<file path="src/hw/rtl/periodic_telemetry_rate_scheduler_top_defines.svh">
// Assertion macros for the periodic telemetry rate scheduler.
// The user scope must provide clk and rst_n; no other dependencies.
`ifndef PERIODIC_TELEMETRY_RATE_SCHEDULER_TOP_DEFINES_SVH
`define PERIODIC_TELEMETRY_RATE_SCHEDULER_TOP_DEFINES_SVH

// The consequent must hold in the same cycle as the antecedent.
`define PTRS_ASSERT_IMP(lbl, ante, cons, msg) \
  lbl: assert property (@(posedge clk) disable iff (!rst_n) (ante) |-> (cons)) \
    else $error(msg);

// The consequent must hold in the cycle after the antecedent.
`define PTRS_ASSERT_NXT(lbl, ante, cons, msg) \
  lbl: assert property (@(posedge clk) disable iff (!rst_n) (ante) |=> (cons)) \
    else $error(msg);

`endif

</file>
<file path="src/hw/rtl/ptrs_pkg.sv">
// Shared types and constants for the periodic telemetry rate scheduler.
// No dependencies.
`default_nettype none

package ptrs_pkg;

  localparam int GROUPS    = 4;
  localparam int GRP_W     = 2;
  localparam int CNT_W     = 32;
  localparam int DIV_W     = 32;
  localparam int DIV_CNT_W = $clog2(DIV_W);
  localparam int CFG_AW    = 3;
  localparam int CFG_DW    = 32;
  localparam int AG_W      = 3;

  localparam logic [CFG_AW-1:0] REG_START_TIME   = 3'd0;
  localparam logic [CFG_AW-1:0] REG_ACTIVE       = 3'd1;
  localparam logic [CFG_AW-1:0] REG_PUBLISH_EN   = 3'd2;
  localparam logic [CFG_AW-1:0] REG_PUBLISH_MASK = 3'd3;
  localparam logic [CFG_AW-1:0] REG_RATE0        = 3'd4;
  localparam logic [CFG_AW-1:0] REG_RATE1        = 3'd5;
  localparam logic [CFG_AW-1:0] REG_RATE2        = 3'd6;
  localparam logic [CFG_AW-1:0] REG_RATE3        = 3'd7;

  typedef enum logic [2:0] {
    ACT_NOT_DUE     = 3'd0,
    ACT_SENT        = 3'd1,
    ACT_UNPUBLISHED = 3'd2,
    ACT_DROPPED     = 3'd3,
    ACT_DEFERRED    = 3'd4
  } action_t;

  typedef struct packed {
    logic [31:0] current_tick;
    logic [3:0]  accept_mask;
  } in_item_t;

  typedef struct packed {
    logic [1:0]  group_index;
    action_t     action;
    logic [31:0] sent_total;
    logic [31:0] dropped_total;
    logic [31:0] unpublished_total;
    logic        last_of_pass;
  } out_item_t;

  typedef struct packed {
    logic [CNT_W-1:0] sent;
    logic [CNT_W-1:0] dropped;
    logic [CNT_W-1:0] unpub;
  } cnt_word_t;

  typedef struct packed {
    logic             rd_en;
    logic             wr_en;
    logic [GRP_W-1:0] addr;
    cnt_word_t        wdata;
  } mem_req_t;

  typedef struct packed {
    logic             start;
    logic [DIV_W-1:0] dividend;
    logic [DIV_W-1:0] divisor;
  } div_req_t;

  typedef struct packed {
    logic             busy;
    logic             done;
    logic [DIV_W-1:0] quotient;
  } div_stat_t;

endpackage

`default_nettype wire

</file>
<file path="src/hw/rtl/ptrs_div.sv">
// Restoring unsigned divider, one quotient bit per cycle.
// Depends on ptrs_pkg.
`default_nettype none

module ptrs_div (
  input  wire logic                clk,
  input  wire logic                rst_n,
  input  wire ptrs_pkg::div_req_t  req,
  output ptrs_pkg::div_stat_t      stat
);

  logic                              busy_r;
  logic                              done_r;
  logic [ptrs_pkg::DIV_CNT_W-1:0]    cnt_r;
  logic [ptrs_pkg::DIV_W:0]          rem_r;
  logic [ptrs_pkg::DIV_W-1:0]        quo_r;
  logic [ptrs_pkg::DIV_W-1:0]        dvs_r;
  logic [ptrs_pkg::DIV_W:0]          shifted;
  logic [ptrs_pkg::DIV_W+1:0]        diff;
  logic                              ge;

  assign shifted = {rem_r[ptrs_pkg::DIV_W-1:0], quo_r[ptrs_pkg::DIV_W-1]};
  assign diff    = {1'b0, shifted} - {2'b00, dvs_r};
  assign ge      = ~diff[ptrs_pkg::DIV_W+1];

  always_ff @(posedge clk) begin
    if (!rst_n) begin
      busy_r <= 1'b0;
      done_r <= 1'b0;
      cnt_r  <= '0;
    end else begin
      done_r <= 1'b0;
      if (req.start) begin
        busy_r <= 1'b1;
        cnt_r  <= '0;
      end else if (busy_r) begin
        cnt_r <= cnt_r + 1'b1;
        if (cnt_r == ptrs_pkg::DIV_CNT_W'(ptrs_pkg::DIV_W - 1)) begin
          busy_r <= 1'b0;
          done_r <= 1'b1;
        end
      end
    end
  end

  always_ff @(posedge clk) begin
    if (req.start) begin
      rem_r <= '0;
      quo_r <= req.dividend;
      dvs_r <= req.divisor;
    end else if (busy_r) begin
      rem_r <= ge ? diff[ptrs_pkg::DIV_W:0] : shifted;
      quo_r <= {quo_r[ptrs_pkg::DIV_W-2:0], ge};
    end
  end

  assign stat.busy     = busy_r;
  assign stat.done     = done_r;
  assign stat.quotient = quo_r;

endmodule

`default_nettype wire

</file>
<file path="src/hw/rtl/ptrs_cnt_mem.sv">
// Per-group counter memory with registered read and reset-cleared valid bits.
// Depends on ptrs_pkg.
`default_nettype none

module ptrs_cnt_mem (
  input  wire logic                clk,
  input  wire logic                rst_n,
  input  wire ptrs_pkg::mem_req_t  req,
  output ptrs_pkg::cnt_word_t      rd_data
);

  ptrs_pkg::cnt_word_t        mem [ptrs_pkg::GROUPS];
  logic [ptrs_pkg::GROUPS-1:0] vld_r;
  ptrs_pkg::cnt_word_t        rd_q_r;
  logic                       rd_vld_r;

  always_ff @(posedge clk) begin
    if (req.wr_en) begin
      mem[req.addr] <= req.wdata;
    end
    if (req.rd_en) begin
      rd_q_r <= mem[req.addr];
    end
  end

  always_ff @(posedge clk) begin
    if (!rst_n) begin
      vld_r    <= '0;
      rd_vld_r <= 1'b0;
    end else begin
      if (req.wr_en) begin
        vld_r[req.addr] <= 1'b1;
      end
      if (req.rd_en) begin
        rd_vld_r <= vld_r[req.addr];
      end
    end
  end

  assign rd_data = rd_vld_r ? rd_q_r : '0;

endmodule

`default_nettype wire

</file>
<file path="src/hw/rtl/periodic_telemetry_rate_scheduler_top.sv">
// Top level of the periodic telemetry rate scheduler: registers, sequencer, output stage.
// Depends on ptrs_pkg, ptrs_div, ptrs_cnt_mem and the assertion macro header.
//
//   Port group   Direction   Handshake            Content
//   in_          input       in_valid/in_ready    in_item_t service pass
//   out_         output      out_valid/out_ready  out_item_t result per group
//   cfg_         input       cfg_we               register index and write data
//
// Each active group goes through these steps: start the divider and read the
// counter memory, wait for the divider, decide and write back, then emit.
// Reset is synchronous and clears control state and counter valid bits at once.
// A stalled output holds the sequencer in its emit step; a pass with no active
// groups is accepted and gives no items.
`default_nettype none
`include "periodic_telemetry_rate_scheduler_top_defines.svh"

module periodic_telemetry_rate_scheduler_top (
  input  wire logic                              clk,
  input  wire logic                              rst_n,
  input  wire logic                              in_valid,
  output logic                                   in_ready,
  input  wire ptrs_pkg::in_item_t                in_data,
  output logic                                   out_valid,
  input  wire logic                              out_ready,
  output ptrs_pkg::out_item_t                    out_data,
  input  wire logic                              cfg_we,
  input  wire logic [ptrs_pkg::CFG_AW-1:0]       cfg_addr,
  input  wire logic [ptrs_pkg::CFG_DW-1:0]       cfg_wdata
);

  typedef enum logic [2:0] {
    S_IDLE,
    S_START,
    S_WAIT,
    S_DECIDE,
    S_EMIT
  } state_t;

  state_t                           state_r;
  logic [31:0]                      start_time_r;
  logic [ptrs_pkg::AG_W-1:0]        active_groups_r;
  logic                             publish_enable_r;
  logic [ptrs_pkg::GROUPS-1:0]      publish_mask_r;
  logic [31:0]                      rate_r [ptrs_pkg::GROUPS];

  logic [31:0]                      elapsed_r;
  logic [ptrs_pkg::GROUPS-1:0]      accept_r;
  logic [ptrs_pkg::GRP_W-1:0]       grp_r;
  logic [ptrs_pkg::AG_W-1:0]        grp_cnt_r;
  ptrs_pkg::out_item_t              res_r;
  ptrs_pkg::out_item_t              res_nxt;
  logic                             out_valid_r;
  ptrs_pkg::out_item_t              out_data_r;

  logic [ptrs_pkg::AG_W-1:0]        act_cnt;
  logic                             in_fire;
  logic                             emit_fire;
  logic [31:0]                      cur_rate;
  logic [31:0]                      handled;
  logic [31:0]                      due;
  logic [31:0]                      gap;
  logic                             is_due;
  logic                             published;
  ptrs_pkg::cnt_word_t              cnt_rd;
  ptrs_pkg::cnt_word_t              cnt_nxt;
  ptrs_pkg::mem_req_t               mem_req;
  ptrs_pkg::div_req_t               div_req;
  ptrs_pkg::div_stat_t              div_stat;

  always_ff @(posedge clk) begin
    if (!rst_n) begin
      start_time_r     <= '0;
      active_groups_r  <= '0;
      publish_enable_r <= 1'b1;
      publish_mask_r   <= '0;
      rate_r[0]        <= '0;
      rate_r[1]        <= '0;
      rate_r[2]        <= '0;
      rate_r[3]        <= '0;
    end else if (cfg_we) begin
      case (cfg_addr)
        ptrs_pkg::REG_START_TIME:   start_time_r     <= cfg_wdata;
        ptrs_pkg::REG_ACTIVE:       active_groups_r  <= cfg_wdata[ptrs_pkg::AG_W-1:0];
        ptrs_pkg::REG_PUBLISH_EN:   publish_enable_r <= cfg_wdata[0];
        ptrs_pkg::REG_PUBLISH_MASK: publish_mask_r   <= cfg_wdata[ptrs_pkg::GROUPS-1:0];
        ptrs_pkg::REG_RATE0:        rate_r[0]        <= cfg_wdata;
        ptrs_pkg::REG_RATE1:        rate_r[1]        <= cfg_wdata;
        ptrs_pkg::REG_RATE2:        rate_r[2]        <= cfg_wdata;
        ptrs_pkg::REG_RATE3:        rate_r[3]        <= cfg_wdata;
        default: ;
      endcase
    end
  end

  assign act_cnt  = (active_groups_r > ptrs_pkg::AG_W'(ptrs_pkg::GROUPS))
                    ? ptrs_pkg::AG_W'(ptrs_pkg::GROUPS) : active_groups_r;
  assign in_ready = (state_r == S_IDLE);
  assign in_fire  = in_valid && in_ready;
  assign emit_fire = (state_r == S_EMIT) && (!out_valid_r || out_ready);
  assign cur_rate = rate_r[grp_r];

  assign div_req.start    = (state_r == S_START);
  assign div_req.dividend = elapsed_r;
  assign div_req.divisor  = cur_rate;

  ptrs_div u_div (
    .clk   (clk),
    .rst_n (rst_n),
    .req   (div_req),
    .stat  (div_stat)
  );

  assign mem_req.rd_en = (state_r == S_START);
  assign mem_req.wr_en = (state_r == S_DECIDE);
  assign mem_req.addr  = grp_r;
  assign mem_req.wdata = cnt_nxt;

  ptrs_cnt_mem u_cnt_mem (
    .clk     (clk),
    .rst_n   (rst_n),
    .req     (mem_req),
    .rd_data (cnt_rd)
  );

  assign handled   = cnt_rd.sent + cnt_rd.dropped + cnt_rd.unpub;
  assign due       = (cur_rate != '0) ? div_stat.quotient : '0;
  assign gap       = due - handled;
  assign is_due    = (cur_rate != '0) && (due > handled);
  assign published = publish_enable_r && publish_mask_r[grp_r];

  always_comb begin
    cnt_nxt        = cnt_rd;
    res_nxt.action = ptrs_pkg::ACT_NOT_DUE;
    if (is_due) begin
      if (!published) begin
        cnt_nxt.unpub  = cnt_rd.unpub + 1'b1;
        res_nxt.action = ptrs_pkg::ACT_UNPUBLISHED;
      end else if (accept_r[grp_r]) begin
        cnt_nxt.sent   = cnt_rd.sent + 1'b1;
        res_nxt.action = ptrs_pkg::ACT_SENT;
      end else if (gap > 32'd1) begin
        cnt_nxt.dropped = cnt_rd.dropped + 1'b1;
        res_nxt.action  = ptrs_pkg::ACT_DROPPED;
      end else begin
        res_nxt.action = ptrs_pkg::ACT_DEFERRED;
      end
    end
    res_nxt.group_index       = grp_r;
    res_nxt.sent_total        = cnt_nxt.sent;
    res_nxt.dropped_total     = cnt_nxt.dropped;
    res_nxt.unpublished_total = cnt_nxt.unpub;
    res_nxt.last_of_pass      = (({1'b0, grp_r} + 1'b1) == grp_cnt_r);
  end

  always_ff @(posedge clk) begin
    if (!rst_n) begin
      state_r     <= S_IDLE;
      out_valid_r <= 1'b0;
    end else begin
      if (emit_fire) begin
        out_valid_r <= 1'b1;
        out_data_r  <= res_r;
      end else if (out_ready) begin
        out_valid_r <= 1'b0;
      end
      case (state_r)
        S_IDLE: begin
          if (in_fire) begin
            elapsed_r <= in_data.current_tick - start_time_r;
            accept_r  <= in_data.accept_mask;
            grp_r     <= '0;
            grp_cnt_r <= act_cnt;
            state_r   <= (act_cnt == '0) ? S_IDLE : S_START;
          end
        end
        S_START: begin
          state_r <= S_WAIT;
        end
        S_WAIT: begin
          if (div_stat.done) begin
            state_r <= S_DECIDE;
          end
        end
        S_DECIDE: begin
          res_r   <= res_nxt;
          state_r <= S_EMIT;
        end
        S_EMIT: begin
          if (emit_fire) begin
            if (res_r.last_of_pass) begin
              state_r <= S_IDLE;
            end else begin
              grp_r   <= grp_r + 1'b1;
              state_r <= S_START;
            end
          end
        end
        default: begin
          state_r <= S_IDLE;
        end
      endcase
    end
  end

  assign out_valid = out_valid_r;
  assign out_data  = out_data_r;

  `PTRS_ASSERT_IMP(a_div_done_in_wait, div_stat.done, state_r == S_WAIT,
                   "divider finished outside wait")
  `PTRS_ASSERT_IMP(a_wr_div_idle, mem_req.wr_en, !div_stat.busy,
                   "counter write while dividing")
  `PTRS_ASSERT_NXT(a_zero_rate, (state_r == S_DECIDE) && (cur_rate == '0),
                   res_r.action == ptrs_pkg::ACT_NOT_DUE, "zero rate group marked due")

endmodule

`default_nettype wire
</file>
<file path="config.mk">
export PLATFORM = sky130hd
export DESIGN_NAME = periodic_telemetry_rate_scheduler_top
export DESIGN_NICKNAME = d
export VERILOG_FILES = /design/src/hw/rtl/ptrs_pkg.sv /design/src/hw/rtl/ptrs_div.sv /design/src/hw/rtl/ptrs_cnt_mem.sv /design/src/hw/rtl/periodic_telemetry_rate_scheduler_top.sv
export VERILOG_INCLUDE_DIRS = /design/src /design/src/hw/rtl
export SDC_FILE = /design/constraint.sdc
export NUM_CORES = 1
export LEC_CHECK = 0
export ABC_CLOCK_PERIOD_IN_PS = 13970
export BUFFER_PORTS_ARGS = -buffer_cell sky130_fd_sc_hd__buf_2
export CAP_MARGIN = 20
export CORE_AREA = 2 2 266 268
export CTS_BUF_LIST = sky130_fd_sc_hd__clkbuf_4 sky130_fd_sc_hd__clkbuf_8
export DETAILED_ROUTE_END_ITERATION = 8
export DIE_AREA = 0 0 268 270
export PLACE_DENSITY_LB_ADDON = 0.1
export SLEW_MARGIN = 15
export SYNTH_ARGS = -nofsm -noshare
export SYNTH_HDL_FRONTEND = slang
export SYNTH_SLANG_ARGS = --single-unit
</file>
<file path="constraint.sdc">
create_clock -name clk -period 13.97 [get_ports clk]
set_input_delay 1.397 -clock clk [delete_from_list [all_inputs] [get_ports clk]]
set_output_delay 1.397 -clock clk [all_outputs]
set_load 0.05 [all_outputs]
</file>
==> reports/qor.txt <==
DP Cell Count = 4346
Max VDD drop = 141.4 µV
Vias per Instance = 6.241
Core area = 69540 µm²
Setup TNS Final = 0 ns
Tot GR Track Use = 31.35%
Total global routing overflow = 0
Worst EP arrival = 10.26 ns
Rel. slew slack = 23.84%
Die W = 268 µm
Max Cap Viol = 0
GR Util met2 = 47.33%
Number of synthesized flops with an enable pin = 917
Drt wl/cell = 24.06 µm
Cts bufs inserted = 155
Vias in the first global route = 28.69k
Design area = 51170 µm²
Drt first-iter violations = 3113
CTS Hold Bufs = 0
R2R cell count = 27
Post-synthesis register bit count = 1007
Drt total wl = 111.3 mm
1st-pass router iterations = 8
Hold Crit Class = register to register
Fin util = 73.58%
Fin crit period = 9.692 ns
Cts repair resizes = 0
Final Net Count = 3807
CP required = 14.54 ns
Crit Path Category = register to register
Initial antenna violation count = 10
Pre-CTS setup slack = 4.509 ns
RD Place Congestion = 0.9144
Die Height = 270 µm
Final setup fails = 0
Pin count of the biggest net entering global routing = 107
Syn Std Cell Area = 46080 µm²
Synth Instances = 3322
IO Pins = 180
Async S/R FF share, synth = 0%
Area grow syn2layout = 11.06%
Met3 GRT Util = 7.941%
Dpl hpwl = 76.01 mm
Maximum root-to-sink buffer count = 3
Final WS setup = 4.278 ns
DP Area = 47960 µm²
Top Usage Layer GRT = met2
Status = complete, no violations
Share of cells above drive strength 1 = 17.40%
Seq. cell area = 29350 µm²
Root buf cell = clkbuf_8
Max Freq = 0.1032 GHz
Worst Hold Depth = 0
Hold Violations, Final = 0
DRC errors left = 0
Clk pin slew, worst setup/hold paths = 0.06 ns
Critical path peak fanout = 84
Sink Count = 1007
# H-tree levels = 4
Main flop type after synthesis = edfxtp_1
Initial Util = 66.26%
Number of port buffers = 179
First-pass GRT wire length = 168.1 mm
Worst slew pin tran = 1.138 ns
RSZ-0062 raised after global routing = no
Final total power = 6.697 mW
Slew Viols, Final = 0
Met1 usage = 44.94%
Clk_lat worst skew = 0.84 ns
Rows = 97
Routed Antenna Nets = 0
Filler instances = 4502
Die area = 72360 µm²
Critical path startpoint category = register
Distinct cell type count after synthesis = 85
Sequential fraction of the synthesis area = 63.67%
Pwr Density = 130.9 nW/µm²
Synth Area per Inst = 13.87 µm²
Post-route insts no fill = 4628
Multi-input gate area in the final layout = 15710 µm²
Post CTS Setup Buffer Count = 0
Crit share post-route = 69.38%
Yosys warns = 0
Final Hold Slack = 0.3986 ns
Post-Syn Nets = 3566
Fin Clk Skew = 0.06193 ns
CTS tree = done
Vias = 28.88k
Crit. End Element = register
LEAKAGE = 17.99 nW
[critical path: stages (launching register included)]
cell,delay (ns)
dfxtp_4,0.77
buf_4,0.73
and2_1,0.30
inv_1,0.12
fa_1,0.54
inv_1,0.04
ha_1,0.23
or3_1,0.32
a211oi_1,0.35
nor3_1,0.14
o31ai_1,0.44
a21oi_1,0.17
o31ai_1,0.55
o21bai_1,0.11
a21oi_1,0.19
xor2_1,0.19
ha_1,0.33
a21oi_1,0.32
o21bai_1,0.10
a21oi_1,0.28
o2111ai_1,0.18
or4_1,0.42
or4_4,0.53
a2111oi_4,0.37
nand4_2,0.18
o21ai_4,0.89
nor4_1,0.15
xnor2_1,0.42
[area by class of cell]
class / instances / area share, %
clock buffers: 214 / 5.095
repair buffers: 211 / 2.240
diodes: 4 / 0.01956
flip-flops and latches: 1007 / 57.35
well taps: 940 / 2.298
clock inverters: 64 / 1.164
multi-input cells: 2033 / 30.69
inverters: 155 / 1.147
[where the power goes]
group	internal (mW)	switching, mW
logic	0.324	0.434
registers	3.35	0.0571
clock network	1.39	1.14
total	5.07	1.63
[path summary, 6_finish.rpt]
path	startpoint	end	slack [ns]
max	u_cnt_mem.rd_vld_r$_SDFFE_PN0P_	res_r[48]$_DFFE_PP_	4.28
min	res_r[56]$_DFFE_PP_	out_data[56]$_DFFE_PP_	0.40
max reg2reg	u_cnt_mem.rd_vld_r$_SDFFE_PN0P_	res_r[48]$_DFFE_PP_	4.28
min reg2reg	res_r[56]$_DFFE_PP_	out_data[56]$_DFFE_PP_	0.40
[synthesized netlist by cell type (all sizes together) (19+ instances only)]
| cell | instances | area, µm² |
|---|---|---|
| nand2 | 339 | 1272 |
| mux4 | 131 | 2950 |
| dfxtp | 90 | 1802 |
| a21o | 41 | 307.8 |
| nor3 | 49 | 245.2 |
| fa | 31 | 620.6 |
| clkbuf | 89 | 334.1 |
| a21boi | 48 | 360.3 |
| inv | 154 | 578.1 |
| mux2i | 33 | 330.3 |
| edfxtp | 917 | 27540 |
| nand3 | 75 | 375.4 |
| nand2b | 23 | 143.9 |
| xor2 | 66 | 578.1 |
| nor4 | 26 | 168.9 |
| o21ai | 116 | 591.8 |
| or3 | 27 | 168.9 |
| buf | 38 | 208.9 |
| ha | 137 | 1714 |
| xnor2 | 121 | 1060 |
| and2 | 170 | 1064 |
| nand4 | 54 | 350.3 |
| and3 | 19 | 118.9 |
| o21a | 33 | 247.7 |
| nor2 | 134 | 503.0 |
| a21oi | 137 | 689.4 |
| nor2b | 54 | 337.8 |
[placed cells by master, fill, tap and decap left out, types with 9 or more instances in the layout]
cell type	count
o21bai_1	13
nand3_1	75
xnor2_1	121
clkbuf_4	54
buf_4	30
bufinv_16	9
nand4_1	52
nand2b_1	23
a31oi_1	11
clkbuf_8	160
a21boi_0	46
mux2i_1	33
edfxtp_1	917
and3_1	19
o21ai_0	98
nor2b_1	54
mux4_2	131
fa_1	31
a21o_1	41
dfxtp_1	86
clkinv_2	12
or2_2	9
o21ai_1	13
o2111ai_1	9
buf_2	180
clkinv_1	31
or3_1	26
nor3_1	47
a21oi_1	136
nor4_1	24
nand2_1	339
inv_1	153
ha_1	137
and2_1	165
nor2_1	129
a211oi_1	12
xor2_1	66
o21a_1	33
[layer usage]
metal  share of wire [%]  vias to the layer above  wire (µm)
met2                  46                     1393      51140
met1                  41                    14340      45960
li1                    -                    12920          -
met3                  10                      224      11100
met4                 2.8                        8       3092
met5               0.042                        -         47
[flip-flops by register name, summed over array words and instances, names as in the netlist, 2 cells and up, named ones only]
signal and count:
accept_r 4, active_groups_r 3, elapsed_r 32, grp_cnt_r 3, grp_r 2, out_data 102, publish_mask_r 4, rate_r 128
res_r 102, start_time_r 32, state_r 3, u_cnt_mem.mem 384, u_cnt_mem.rd_q_r 96, u_cnt_mem.vld_r 4, u_div.cnt_r 5, u_div.dvs_r 32
u_div.quo_r 32, u_div.rem_r 32
[cells by family (layout without fill, tap and decap cells)]
| kind of cell | Yosys count | count (layout) | share of synthesized area, % |
|---|---|---|---|
| DFF | 1007 | 1007 | 63.67 |
| AOI/OAI and AO/OA | 496 | 496 | 6.990 |
| and+or+nand+nor | 1014 | 1014 | 11.06 |
| adders and majority gates | 168 | 168 | 5.067 |
| other | 0 | 4 | 0 |
| buffers and inverters | 282 | 644 | 2.441 |
| muxes | 168 | 168 | 7.218 |
| xor gates and xnor gates | 187 | 187 | 3.555 |
No activity file was read; power rests on OpenSTA's default activity.
